File: config.mk
export PLATFORM = sky130hd
export DESIGN_NAME = lru_tag_cache_lookup_core
export DESIGN_NICKNAME = d
export VERILOG_FILES = /design/src/hdl/ltc_pkg.sv /design/src/hdl/ltc_ctrl.sv /design/src/hdl/ltc_datapath.sv /design/src/hdl/lru_tag_cache_lookup_core.sv
export SDC_FILE = /design/constraint.sdc
export NUM_CORES = 2
export LEC_CHECK = 0
export ABC_AREA = 0
export BUFFER_PORTS_ARGS = -buffer_cell sky130_fd_sc_hd__buf_2
export CORE_MARGIN = 2
export CORE_UTILIZATION = 40
export CTS_CLUSTER_DIAMETER = 40
export DETAILED_ROUTE_END_ITERATION = 10
export GPL_TIMING_DRIVEN = 1
export MAX_ROUTING_LAYER = met4
export PLACE_DENSITY = 0.62
export SLEW_MARGIN = 20
export SYNTH_ARGS = -nofsm -noshare
export SYNTH_HDL_FRONTEND = slang
export SYNTH_HIERARCHICAL = 1
export SYNTH_SLANG_ARGS = --single-unit
File: constraint.sdc
create_clock -name clk -period 12.4 [get_ports clk]
set_clock_uncertainty 0.2 [all_clocks]
set_input_delay 1.24 -clock clk [delete_from_list [all_inputs] [get_ports clk]]
set_output_delay 1.24 -clock clk [all_outputs]
set_load 0.1 [all_outputs]
File: src/hdl/ltc_pkg.sv
// ----------------------------------------------------------------------------
// LRU tag cache lookup package
// Shared widths, codes, entry layout and controller/datapath interface types.
// ----------------------------------------------------------------------------
package ltc_pkg;

    localparam int LTC_SLOTS    = 64;
    localparam int KEY_W        = 16;
    localparam int STAMP_W      = 32;
    localparam int TOTAL_W      = 32;
    localparam int FILL_W       = 7;
    localparam int SLOT_OUT_W   = 6;
    localparam int IN_DATA_W    = 2 * KEY_W;
    localparam int OUT_FIELDS_W = SLOT_OUT_W + 3 * TOTAL_W + FILL_W;
    localparam int OUT_DATA_W   = ((OUT_FIELDS_W + 7) / 8) * 8;
    localparam int OUT_PAD_W    = OUT_DATA_W - OUT_FIELDS_W;

    localparam logic [STAMP_W-1:0] STAMP_MAX = 32'hFFFF_FFFF;
    localparam logic [FILL_W-1:0]  FILL_MAX  = 7'd127;

    localparam logic CMD_LOOKUP = 1'b0;
    localparam logic CMD_CLEAR  = 1'b1;

    typedef enum logic [1:0] {
        OUT_HIT     = 2'd0,
        OUT_FILL    = 2'd1,
        OUT_EVICT   = 2'd2,
        OUT_CLEARED = 2'd3
    } outcome_t;

    typedef struct packed {
        logic [KEY_W-1:0]   char_code;
        logic [KEY_W-1:0]   glyph_size;
        logic [STAMP_W-1:0] stamp;
    } entry_t;

    // Commands from the controller to the datapath.
    typedef struct packed {
        logic start;       // input beat taken: latch key, restart scan
        logic scan;        // issue reads and judge returned entries
        logic update;      // write target entry, bump counters, load result
        logic wipe;        // write one empty entry at the sweep address
        logic emit_clear;  // reset clock and occupancy, load cleared result
    } ltc_cmd_t;

    // Status from the datapath to the controller.
    typedef struct packed {
        logic hit;         // entry under judgment matches the key
        logic scan_done;   // last entry judged
        logic wipe_last;   // sweep is writing its last entry
        logic out_free;    // result register can take a new result
    } ltc_status_t;

endpackage

File: src/hdl/ltc_ctrl.sv
// ----------------------------------------------------------------------------
// LRU tag cache lookup controller
// Sequences the clearing sweep, the slot scan, the entry update and results.
// ----------------------------------------------------------------------------
module ltc_ctrl (
    input  logic                clk,
    input  logic                rst_n,
    input  logic                s_tvalid,
    output logic                s_tready,
    input  logic                s_tuser,
    output ltc_pkg::ltc_cmd_t   cmd,
    input  ltc_pkg::ltc_status_t status
);
    import ltc_pkg::*;

    typedef enum logic [2:0] {
        ST_INIT,
        ST_IDLE,
        ST_SCAN,
        ST_UPDATE,
        ST_WIPE,
        ST_CLEARED
    } state_t;

    state_t state_reg;
    state_t state_next;

    assign s_tready = (state_reg == ST_IDLE);

    always_comb
    begin
        state_next = state_reg;
        cmd        = '0;
        case (state_reg)
            ST_INIT:
            begin
                cmd.wipe = 1'b1;
                if (status.wipe_last)
                begin
                    state_next = ST_IDLE;
                end
            end
            ST_IDLE:
            begin
                if (s_tvalid)
                begin
                    cmd.start  = 1'b1;
                    state_next = (s_tuser == CMD_CLEAR) ? ST_WIPE : ST_SCAN;
                end
            end
            ST_SCAN:
            begin
                cmd.scan = 1'b1;
                if (status.hit || status.scan_done)
                begin
                    state_next = ST_UPDATE;
                end
            end
            ST_UPDATE:
            begin
                if (status.out_free)
                begin
                    cmd.update = 1'b1;
                    state_next = ST_IDLE;
                end
            end
            ST_WIPE:
            begin
                cmd.wipe = 1'b1;
                if (status.wipe_last)
                begin
                    state_next = ST_CLEARED;
                end
            end
            ST_CLEARED:
            begin
                if (status.out_free)
                begin
                    cmd.emit_clear = 1'b1;
                    state_next     = ST_IDLE;
                end
            end
            default:
            begin
                state_next = ST_INIT;
            end
        endcase
    end

    always_ff @(posedge clk or negedge rst_n)
    begin
        if (!rst_n)
        begin
            state_reg <= ST_INIT;
        end
        else
        begin
            state_reg <= state_next;
        end
    end

endmodule

File: src/hdl/ltc_datapath.sv
// ----------------------------------------------------------------------------
// LRU tag cache lookup datapath
// Entry memory, scan judgment, replacement choice, counters and result register.
// ----------------------------------------------------------------------------
module ltc_datapath #(
    parameter int SLOTS = ltc_pkg::LTC_SLOTS
) (
    input  logic                              clk,
    input  logic                              rst_n,
    input  ltc_pkg::ltc_cmd_t                 cmd,
    output ltc_pkg::ltc_status_t              status,
    input  logic [ltc_pkg::KEY_W-1:0]         char_code,
    input  logic [ltc_pkg::KEY_W-1:0]         glyph_size,
    output logic                              out_valid,
    input  logic                              out_ready,
    output ltc_pkg::outcome_t                 outcome,
    output logic [ltc_pkg::SLOT_OUT_W-1:0]    slot_index,
    output logic [ltc_pkg::TOTAL_W-1:0]       hit_total,
    output logic [ltc_pkg::TOTAL_W-1:0]       miss_total,
    output logic [ltc_pkg::TOTAL_W-1:0]       eviction_total,
    output logic [ltc_pkg::FILL_W-1:0]        occupied_total
);
    import ltc_pkg::*;

    localparam int IDX_W = (SLOTS > 1) ? $clog2(SLOTS) : 1;
    localparam logic [IDX_W:0]   CNT_END  = (IDX_W+1)'(SLOTS);
    localparam logic [IDX_W:0]   CNT_LAST = (IDX_W+1)'(SLOTS - 1);
    localparam logic [IDX_W-1:0] IDX_LAST = IDX_W'(SLOTS - 1);

    entry_t mem [SLOTS];

    // Key under lookup.
    logic [KEY_W-1:0]   key_char_reg;
    logic [KEY_W-1:0]   key_size_reg;

    // Scan and sweep address counter; one bit wider so it can mark the end.
    logic [IDX_W:0]     cnt_reg;
    logic               rd_vld_reg;
    logic [IDX_W-1:0]   eval_idx_reg;
    entry_t             rd_entry_reg;

    // Scan findings.
    logic               hit_reg;
    logic [IDX_W-1:0]   hit_idx_reg;
    logic               have_empty_reg;
    logic [IDX_W-1:0]   first_empty_reg;
    logic [IDX_W-1:0]   victim_reg;
    logic [STAMP_W-1:0] victim_stamp_reg;

    // Persistent state.
    logic [STAMP_W-1:0] stamp_clock_reg;
    logic [TOTAL_W-1:0] hit_cnt_reg;
    logic [TOTAL_W-1:0] miss_cnt_reg;
    logic [TOTAL_W-1:0] evict_cnt_reg;
    logic [FILL_W-1:0]  fill_cnt_reg;

    // Result register.
    logic               out_valid_reg;
    outcome_t           outcome_reg;
    logic [SLOT_OUT_W-1:0] slot_reg;
    logic [TOTAL_W-1:0] hit_out_reg;
    logic [TOTAL_W-1:0] miss_out_reg;
    logic [TOTAL_W-1:0] evict_out_reg;
    logic [FILL_W-1:0]  fill_out_reg;

    logic               issue;
    logic               judge;
    logic               entry_empty;
    logic               entry_match;
    logic               mem_we;
    logic [IDX_W-1:0]   mem_waddr;
    entry_t             mem_wdata;
    logic [IDX_W-1:0]   target;
    outcome_t           upd_outcome;
    logic [TOTAL_W-1:0] hit_cnt_next;
    logic [TOTAL_W-1:0] miss_cnt_next;
    logic [TOTAL_W-1:0] evict_cnt_next;
    logic [FILL_W-1:0]  fill_cnt_next;

    assign issue       = cmd.scan && (cnt_reg < CNT_END);
    assign judge       = cmd.scan && rd_vld_reg;
    assign entry_empty = (rd_entry_reg.char_code == '0);
    assign entry_match = !entry_empty && (rd_entry_reg.char_code == key_char_reg)
                         && (rd_entry_reg.glyph_size == key_size_reg);

    assign status.hit       = judge && entry_match;
    assign status.scan_done = judge && (eval_idx_reg == IDX_LAST);
    assign status.wipe_last = cmd.wipe && (cnt_reg == CNT_LAST);
    assign status.out_free  = !out_valid_reg || out_ready;

    // Replacement choice and counter updates for the end of a lookup.
    always_comb
    begin
        hit_cnt_next   = hit_cnt_reg;
        miss_cnt_next  = miss_cnt_reg;
        evict_cnt_next = evict_cnt_reg;
        fill_cnt_next  = fill_cnt_reg;
        if (hit_reg)
        begin
            target        = hit_idx_reg;
            upd_outcome   = OUT_HIT;
            hit_cnt_next  = hit_cnt_reg + 1'b1;
        end
        else if (have_empty_reg)
        begin
            target        = first_empty_reg;
            upd_outcome   = OUT_FILL;
            miss_cnt_next = miss_cnt_reg + 1'b1;
            if (fill_cnt_reg != FILL_MAX)
            begin
                fill_cnt_next = fill_cnt_reg + 1'b1;
            end
        end
        else
        begin
            target         = victim_reg;
            upd_outcome    = OUT_EVICT;
            miss_cnt_next  = miss_cnt_reg + 1'b1;
            evict_cnt_next = evict_cnt_reg + 1'b1;
        end
    end

    // Single write port: the clearing sweep or the end-of-lookup update.
    always_comb
    begin
        mem_we    = cmd.wipe || cmd.update;
        mem_waddr = cmd.wipe ? cnt_reg[IDX_W-1:0] : target;
        mem_wdata = '0;
        if (cmd.update)
        begin
            mem_wdata.char_code  = key_char_reg;
            mem_wdata.glyph_size = key_size_reg;
            mem_wdata.stamp      = stamp_clock_reg;
        end
    end

    always_ff @(posedge clk)
    begin
        if (mem_we)
        begin
            mem[mem_waddr] <= mem_wdata;
        end
        if (issue)
        begin
            rd_entry_reg <= mem[cnt_reg[IDX_W-1:0]];
            eval_idx_reg <= cnt_reg[IDX_W-1:0];
        end
    end

    always_ff @(posedge clk or negedge rst_n)
    begin
        if (!rst_n)
        begin
            cnt_reg          <= '0;
            rd_vld_reg       <= 1'b0;
            hit_reg          <= 1'b0;
            have_empty_reg   <= 1'b0;
            stamp_clock_reg  <= STAMP_W'(1);
            hit_cnt_reg      <= '0;
            miss_cnt_reg     <= '0;
            evict_cnt_reg    <= '0;
            fill_cnt_reg     <= '0;
            out_valid_reg    <= 1'b0;
        end
        else
        begin
            rd_vld_reg <= issue;

            if (cmd.start)
            begin
                cnt_reg        <= '0;
                hit_reg        <= 1'b0;
                have_empty_reg <= 1'b0;
            end
            else if (issue || cmd.wipe)
            begin
                cnt_reg <= cnt_reg + 1'b1;
            end

            if (judge)
            begin
                if (entry_empty)
                begin
                    have_empty_reg <= 1'b1;
                end
                else if (entry_match)
                begin
                    hit_reg <= 1'b1;
                end
            end

            if (cmd.update)
            begin
                stamp_clock_reg <= stamp_clock_reg + 1'b1;
                hit_cnt_reg     <= hit_cnt_next;
                miss_cnt_reg    <= miss_cnt_next;
                evict_cnt_reg   <= evict_cnt_next;
                fill_cnt_reg    <= fill_cnt_next;
            end
            else if (cmd.emit_clear)
            begin
                stamp_clock_reg <= STAMP_W'(1);
                fill_cnt_reg    <= '0;
            end

            if (cmd.update || cmd.emit_clear)
            begin
                out_valid_reg <= 1'b1;
            end
            else if (out_ready)
            begin
                out_valid_reg <= 1'b0;
            end
        end
    end

    // Payload registers of the scan and the result need no reset.
    always_ff @(posedge clk)
    begin
        if (cmd.start)
        begin
            key_char_reg     <= char_code;
            key_size_reg     <= glyph_size;
            victim_reg       <= '0;
            victim_stamp_reg <= STAMP_MAX;
        end
        else if (judge)
        begin
            if (entry_empty)
            begin
                if (!have_empty_reg)
                begin
                    first_empty_reg <= eval_idx_reg;
                end
            end
            else if (entry_match)
            begin
                hit_idx_reg <= eval_idx_reg;
            end
            else if (rd_entry_reg.stamp < victim_stamp_reg)
            begin
                // Strict compare keeps the lowest index among equal stamps.
                victim_stamp_reg <= rd_entry_reg.stamp;
                victim_reg       <= eval_idx_reg;
            end
        end

        if (cmd.update)
        begin
            outcome_reg   <= upd_outcome;
            slot_reg      <= SLOT_OUT_W'(target);
            hit_out_reg   <= hit_cnt_next;
            miss_out_reg  <= miss_cnt_next;
            evict_out_reg <= evict_cnt_next;
            fill_out_reg  <= fill_cnt_next;
        end
        else if (cmd.emit_clear)
        begin
            outcome_reg   <= OUT_CLEARED;
            slot_reg      <= '0;
            hit_out_reg   <= hit_cnt_reg;
            miss_out_reg  <= miss_cnt_reg;
            evict_out_reg <= evict_cnt_reg;
            fill_out_reg  <= '0;
        end
    end

    assign out_valid      = out_valid_reg;
    assign outcome        = outcome_reg;
    assign slot_index     = slot_reg;
    assign hit_total      = hit_out_reg;
    assign miss_total     = miss_out_reg;
    assign eviction_total = evict_out_reg;
    assign occupied_total = fill_out_reg;

endmodule

File: src/hdl/lru_tag_cache_lookup_core.sv
// ----------------------------------------------------------------------------
// LRU tag cache lookup core
// Fully associative key store with least-recently-used replacement.
// ----------------------------------------------------------------------------
// Each input beat either looks up a (char_code, glyph_size) key or clears the
// store, and yields exactly one result beat. The entries live in a memory of
// SLOTS words, written through a single port and scanned one slot per cycle
// from slot 0 upward, so the scan of that memory sets the rate: a lookup that
// hits ends its scan at the hitting slot, a miss scans every slot, and a clear
// sweeps every slot empty; the final step of each waits while an earlier
// result still waits on the output. After reset a clearing pass sweeps every
// slot empty before the first beat is taken. One item is in flight at a time;
// a new beat is taken while the previous result still waits on the output.
module lru_tag_cache_lookup_core #(
    parameter int SLOTS = ltc_pkg::LTC_SLOTS
) (
    input  logic                              clk,
    input  logic                              rst_n,
    input  logic                              s_tvalid,
    output logic                              s_tready,
    // s_tdata, from bit 0: char_code[15:0], glyph_size[15:0]
    input  logic [ltc_pkg::IN_DATA_W-1:0]     s_tdata,
    // s_tuser: cmd (0 lookup, 1 clear)
    input  logic                              s_tuser,
    output logic                              m_tvalid,
    input  logic                              m_tready,
    // m_tdata, from bit 0: slot_index[5:0], hit_total[31:0], miss_total[31:0],
    // eviction_total[31:0], occupied_total[6:0], zero padding
    output logic [ltc_pkg::OUT_DATA_W-1:0]    m_tdata,
    // m_tuser: outcome[1:0]
    output logic [1:0]                        m_tuser
);
    import ltc_pkg::*;

    ltc_cmd_t               cmd;
    ltc_status_t            status;
    outcome_t               outcome;
    logic [SLOT_OUT_W-1:0]  slot_index;
    logic [TOTAL_W-1:0]     hit_total;
    logic [TOTAL_W-1:0]     miss_total;
    logic [TOTAL_W-1:0]     eviction_total;
    logic [FILL_W-1:0]      occupied_total;

    ltc_ctrl u_ctrl (
        .clk      (clk),
        .rst_n    (rst_n),
        .s_tvalid (s_tvalid),
        .s_tready (s_tready),
        .s_tuser  (s_tuser),
        .cmd      (cmd),
        .status   (status)
    );

    ltc_datapath #(
        .SLOTS (SLOTS)
    ) u_datapath (
        .clk            (clk),
        .rst_n          (rst_n),
        .cmd            (cmd),
        .status         (status),
        .char_code      (s_tdata[KEY_W-1:0]),
        .glyph_size     (s_tdata[2*KEY_W-1:KEY_W]),
        .out_valid      (m_tvalid),
        .out_ready      (m_tready),
        .outcome        (outcome),
        .slot_index     (slot_index),
        .hit_total      (hit_total),
        .miss_total     (miss_total),
        .eviction_total (eviction_total),
        .occupied_total (occupied_total)
    );

    assign m_tdata = {{OUT_PAD_W{1'b0}}, occupied_total, eviction_total,
                      miss_total, hit_total, slot_index};
    assign m_tuser = outcome;

endmodule

==> qor.yml <==
sta:
  min_period_ps: 6040
  slew_headroom: 0.131
  finalSetupViolations: 0
  hold_violations: 0
  clock.fmax_mhz: 166
  rsz0062_at_grt: "false"
  setup-tns-final_ps: 0
  tightest_slew_ps: 1290
  holdWs_ps: 72.8
  drv_slew: 0
  finalCritPeriodShare: 0.487
die:
  num_rows: 241
  num_io_pins: 153
  die_w_um: 660
  die_h_um: 660
  die-area_mm2: 0.436
  fp.coreArea_mm2: 0.430
  start_util: 0.401
yosys:
  netlist_instances: 7417
  yosysUniqueCellTypes: 63
  async_flop_share: 0.0331
  synth-main-ff-cell: "edfxtp_1"
  ys_seq_area_frac: 0.779
  avgSynthCellArea_um2: 23.2
  yosysWarnings: 6
  synth_enable_flop_cells: 4321
  synth_area_mm2: 0.172
  ys_ff_latch: 4508
placed_design:
  io_buffers: 149
  dp_hpwl_um: 249000
  gp_congestion: 0.823
  placedCellCount: 13200
power:
  pwr-share-seq: 0.407
  p_comb_frac: 0.245
  p_leak_uw: 0.0608
  power_density_mw_per_mm2: 230
  p_total_uw: 46000
  power_switching_uw: 13500
  cell_internal_pwr_uw: 32500
  p_clk_frac: 0.348
  swShare: 0.293
  worst_ir_drop_vdd_uv: 192
critical_path:
  crit_type: "in2reg"
  worstPathRequired_ps: 12830
  reg2reg_depth: 9
  cp-end-kind: "register"
  critical_path_arrival_ps: 6470
  crit_fanout: 25
  cp-start-kind: "input port"
grt:
  grt_usage: 0.217
  antenna_found_initial: 23
  grt_pass1_vias: 84000
  grt_pass1_wl_um: 652000
  grt_max_degree: 127
  grt-ovfl-total: 0
cts:
  cts_num_sinks: 4508
  ctsResizeCount: 0
  cts_tree: "yes"
  clock_latency_ps: 1050
  path_clk_slew_ps: 60
  cts_root_buf: "clkbuf_16"
  htreeDepth: 6
  cts_buffers: 547
  clk_path_buf_depth: 4
  cts_setup_buffers: 0
  postCtsHoldBufs: 0
layout:
  final_core_util: 0.465
  fin_nets: 8087
  final_cells: 14200
  largest_reg_flops: 4096
  num-fill-cells: 35000
  final_common_cell: "edfxtp_1"
  area_delta_synth_final_pct: 15.9
  multi_input_area_mm2: 0.0369
  drive_gt1_frac: 0.314
  layout_common_cells: "edfxtp_1 (4,321), mux4_2 (1,269), clkbuf_16 (555)"
  register_area_mm2: 0.134
routing:
  drc: 0
  drt_iter0_drc: 11900
  vias: 83900
  drt-total-wl_um: 465000
  wl_per_cell_um: 32.8
  antenna_left: 0
  routed_via_density: 5.92
  first_pass_iters: 6
job:
  drv.max_cap_violation_count: 0
worst_hold_path:
  min_path_type: "in2async"
outcome:
  outcome: "finished, final reports clean"
==> path summary, 6_finish.rpt <==
kind | from | end | slack [ps]
worst max-delay path | m_tready | u_datapath/mem[11][43] | 6360
worst min-delay path | rst_n | u_datapath/miss_cnt_reg[5] | 70
worst max register to register | u_ctrl/state_reg[0] | u_datapath/mem[11][43] | 6360
worst min register to register | u_datapath/hit_cnt_reg[31] | u_datapath/hit_cnt_reg[31] | 270
max in group asynchronous | rst_n | u_datapath/stamp_clock_reg[7] | 10430
min in group clk | s_tdata[20] | u_datapath/key_size_reg[4] | 170
==> cells by family after synthesis <==
kind of cell / synth area share
xor gates and xnor gates: 0.00701
muxes: 0.171
DFF: 0.779
buffers and inverters: 0.0103
and+or+nand+nor: 0.0201
other: 0.0000218
AOI/OAI and AO/OA: 0.00988
adders and majority gates: 0.00269
==> final cells by class <==
type / instances / area share
Sequential cell: 4508 / 0.672
Antenna cell: 11 / 0.000138
Clock buffer: 628 / 0.0709
Clock inverter: 362 / 0.0208
Tap cell: 5710 / 0.0357
Inverter: 46 / 0.000952
Timing Repair Buffer: 413 / 0.0149
Multi-Input combinational cell: 2497 / 0.185
==> synth_stat cells (2+ instances only) <==
library cell / number / area, µm²
nor3_1: 13 / 65.1
xor2_1: 68 / 596
nand2_1: 174 / 653
mux2i_1: 83 / 831
or2_2: 2 / 12.5
dfxtp_1: 38 / 761
a211oi_1: 77 / 578
or4_1: 3 / 22.5
or3_1: 4 / 25.0
edfxtp_1: 4321 / 130000
and2_0: 2 / 12.5
o31ai_1: 13 / 97.6
a31oi_1: 34 / 213
nor4_1: 14 / 87.6
clkinv_1: 2 / 7.51
mux2_2: 8 / 90.1
mux4_2: 1269 / 28600
o21a_1: 7 / 52.6
nor2_1: 192 / 721
clkbuf_1: 190 / 713
and3b_1: 2 / 17.5
a21o_1: 12 / 90.1
and3_1: 21 / 131
inv_1: 43 / 161
nor2b_1: 32 / 200
buf_2: 125 / 626
nand4_1: 42 / 263
a311oi_1: 9 / 78.8
and2_1: 108 / 676
xnor2_1: 70 / 613
o21ai_0: 31 / 155
a21bo_1: 2 / 20.0
nand3_1: 61 / 305
o31a_1: 3 / 26.3
ha_1: 37 / 463
a21oi_1: 46 / 230
o211ai_1: 10 / 75.1
nand2b_1: 16 / 100
buf_4: 14 / 105
and4_1: 12 / 105
dfrtp_1: 148 / 3700
buf_1: 38 / 143
==> layer usage <==
| metal | GRT usage | share of wire | vias to the layer above |
|---|---|---|---|
| li1 | - | - | 32700 |
| met1 | 0.295 | 0.39 | 45900 |
| met2 | 0.343 | 0.48 | 4539 |
| met3 | 0.0335 | 0.094 | 740 |
| met4 | 0.0608 | 0.030 | 0 |
| met5 | - | 0 | - |
==> power groups by stage <==
| stage | Clock (µW) | Sequential (µW) | Combinational [µW] |
|---|---|---|---|
| 2_1_floorplan | 0 | 18900 | 7520 |
| 3_5_place_dp | 0 | 19100 | 11300 |
| 6_report | 16000 | 18700 | 11200 |
| 4_1_cts | 16200 | 18700 | 11400 |
| 3_3_place_gp | 0 | 19000 | 11300 |
| 5_1_grt | 16800 | 18800 | 11800 |
==> worst max-delay path: stages <==
cell and delay (ps):
buf_2 110, nand2b_1 230, nand2_1 170, nor2_4 320, inv_1 140, buf_4 250, o31ai_1 990, nand2_1 740
nor2_4 930, buf_4 650, buf_4 600
==> metrics by stage <==
step	worst slack, ps	instance area, µm²
finish	6360	200000
global route	6350	200000
CTS	6460	200000
detailed placement	5480	181000
global placement	5220	181000
floorplan	6380	172000
Power figures use the tool's default switching activity.
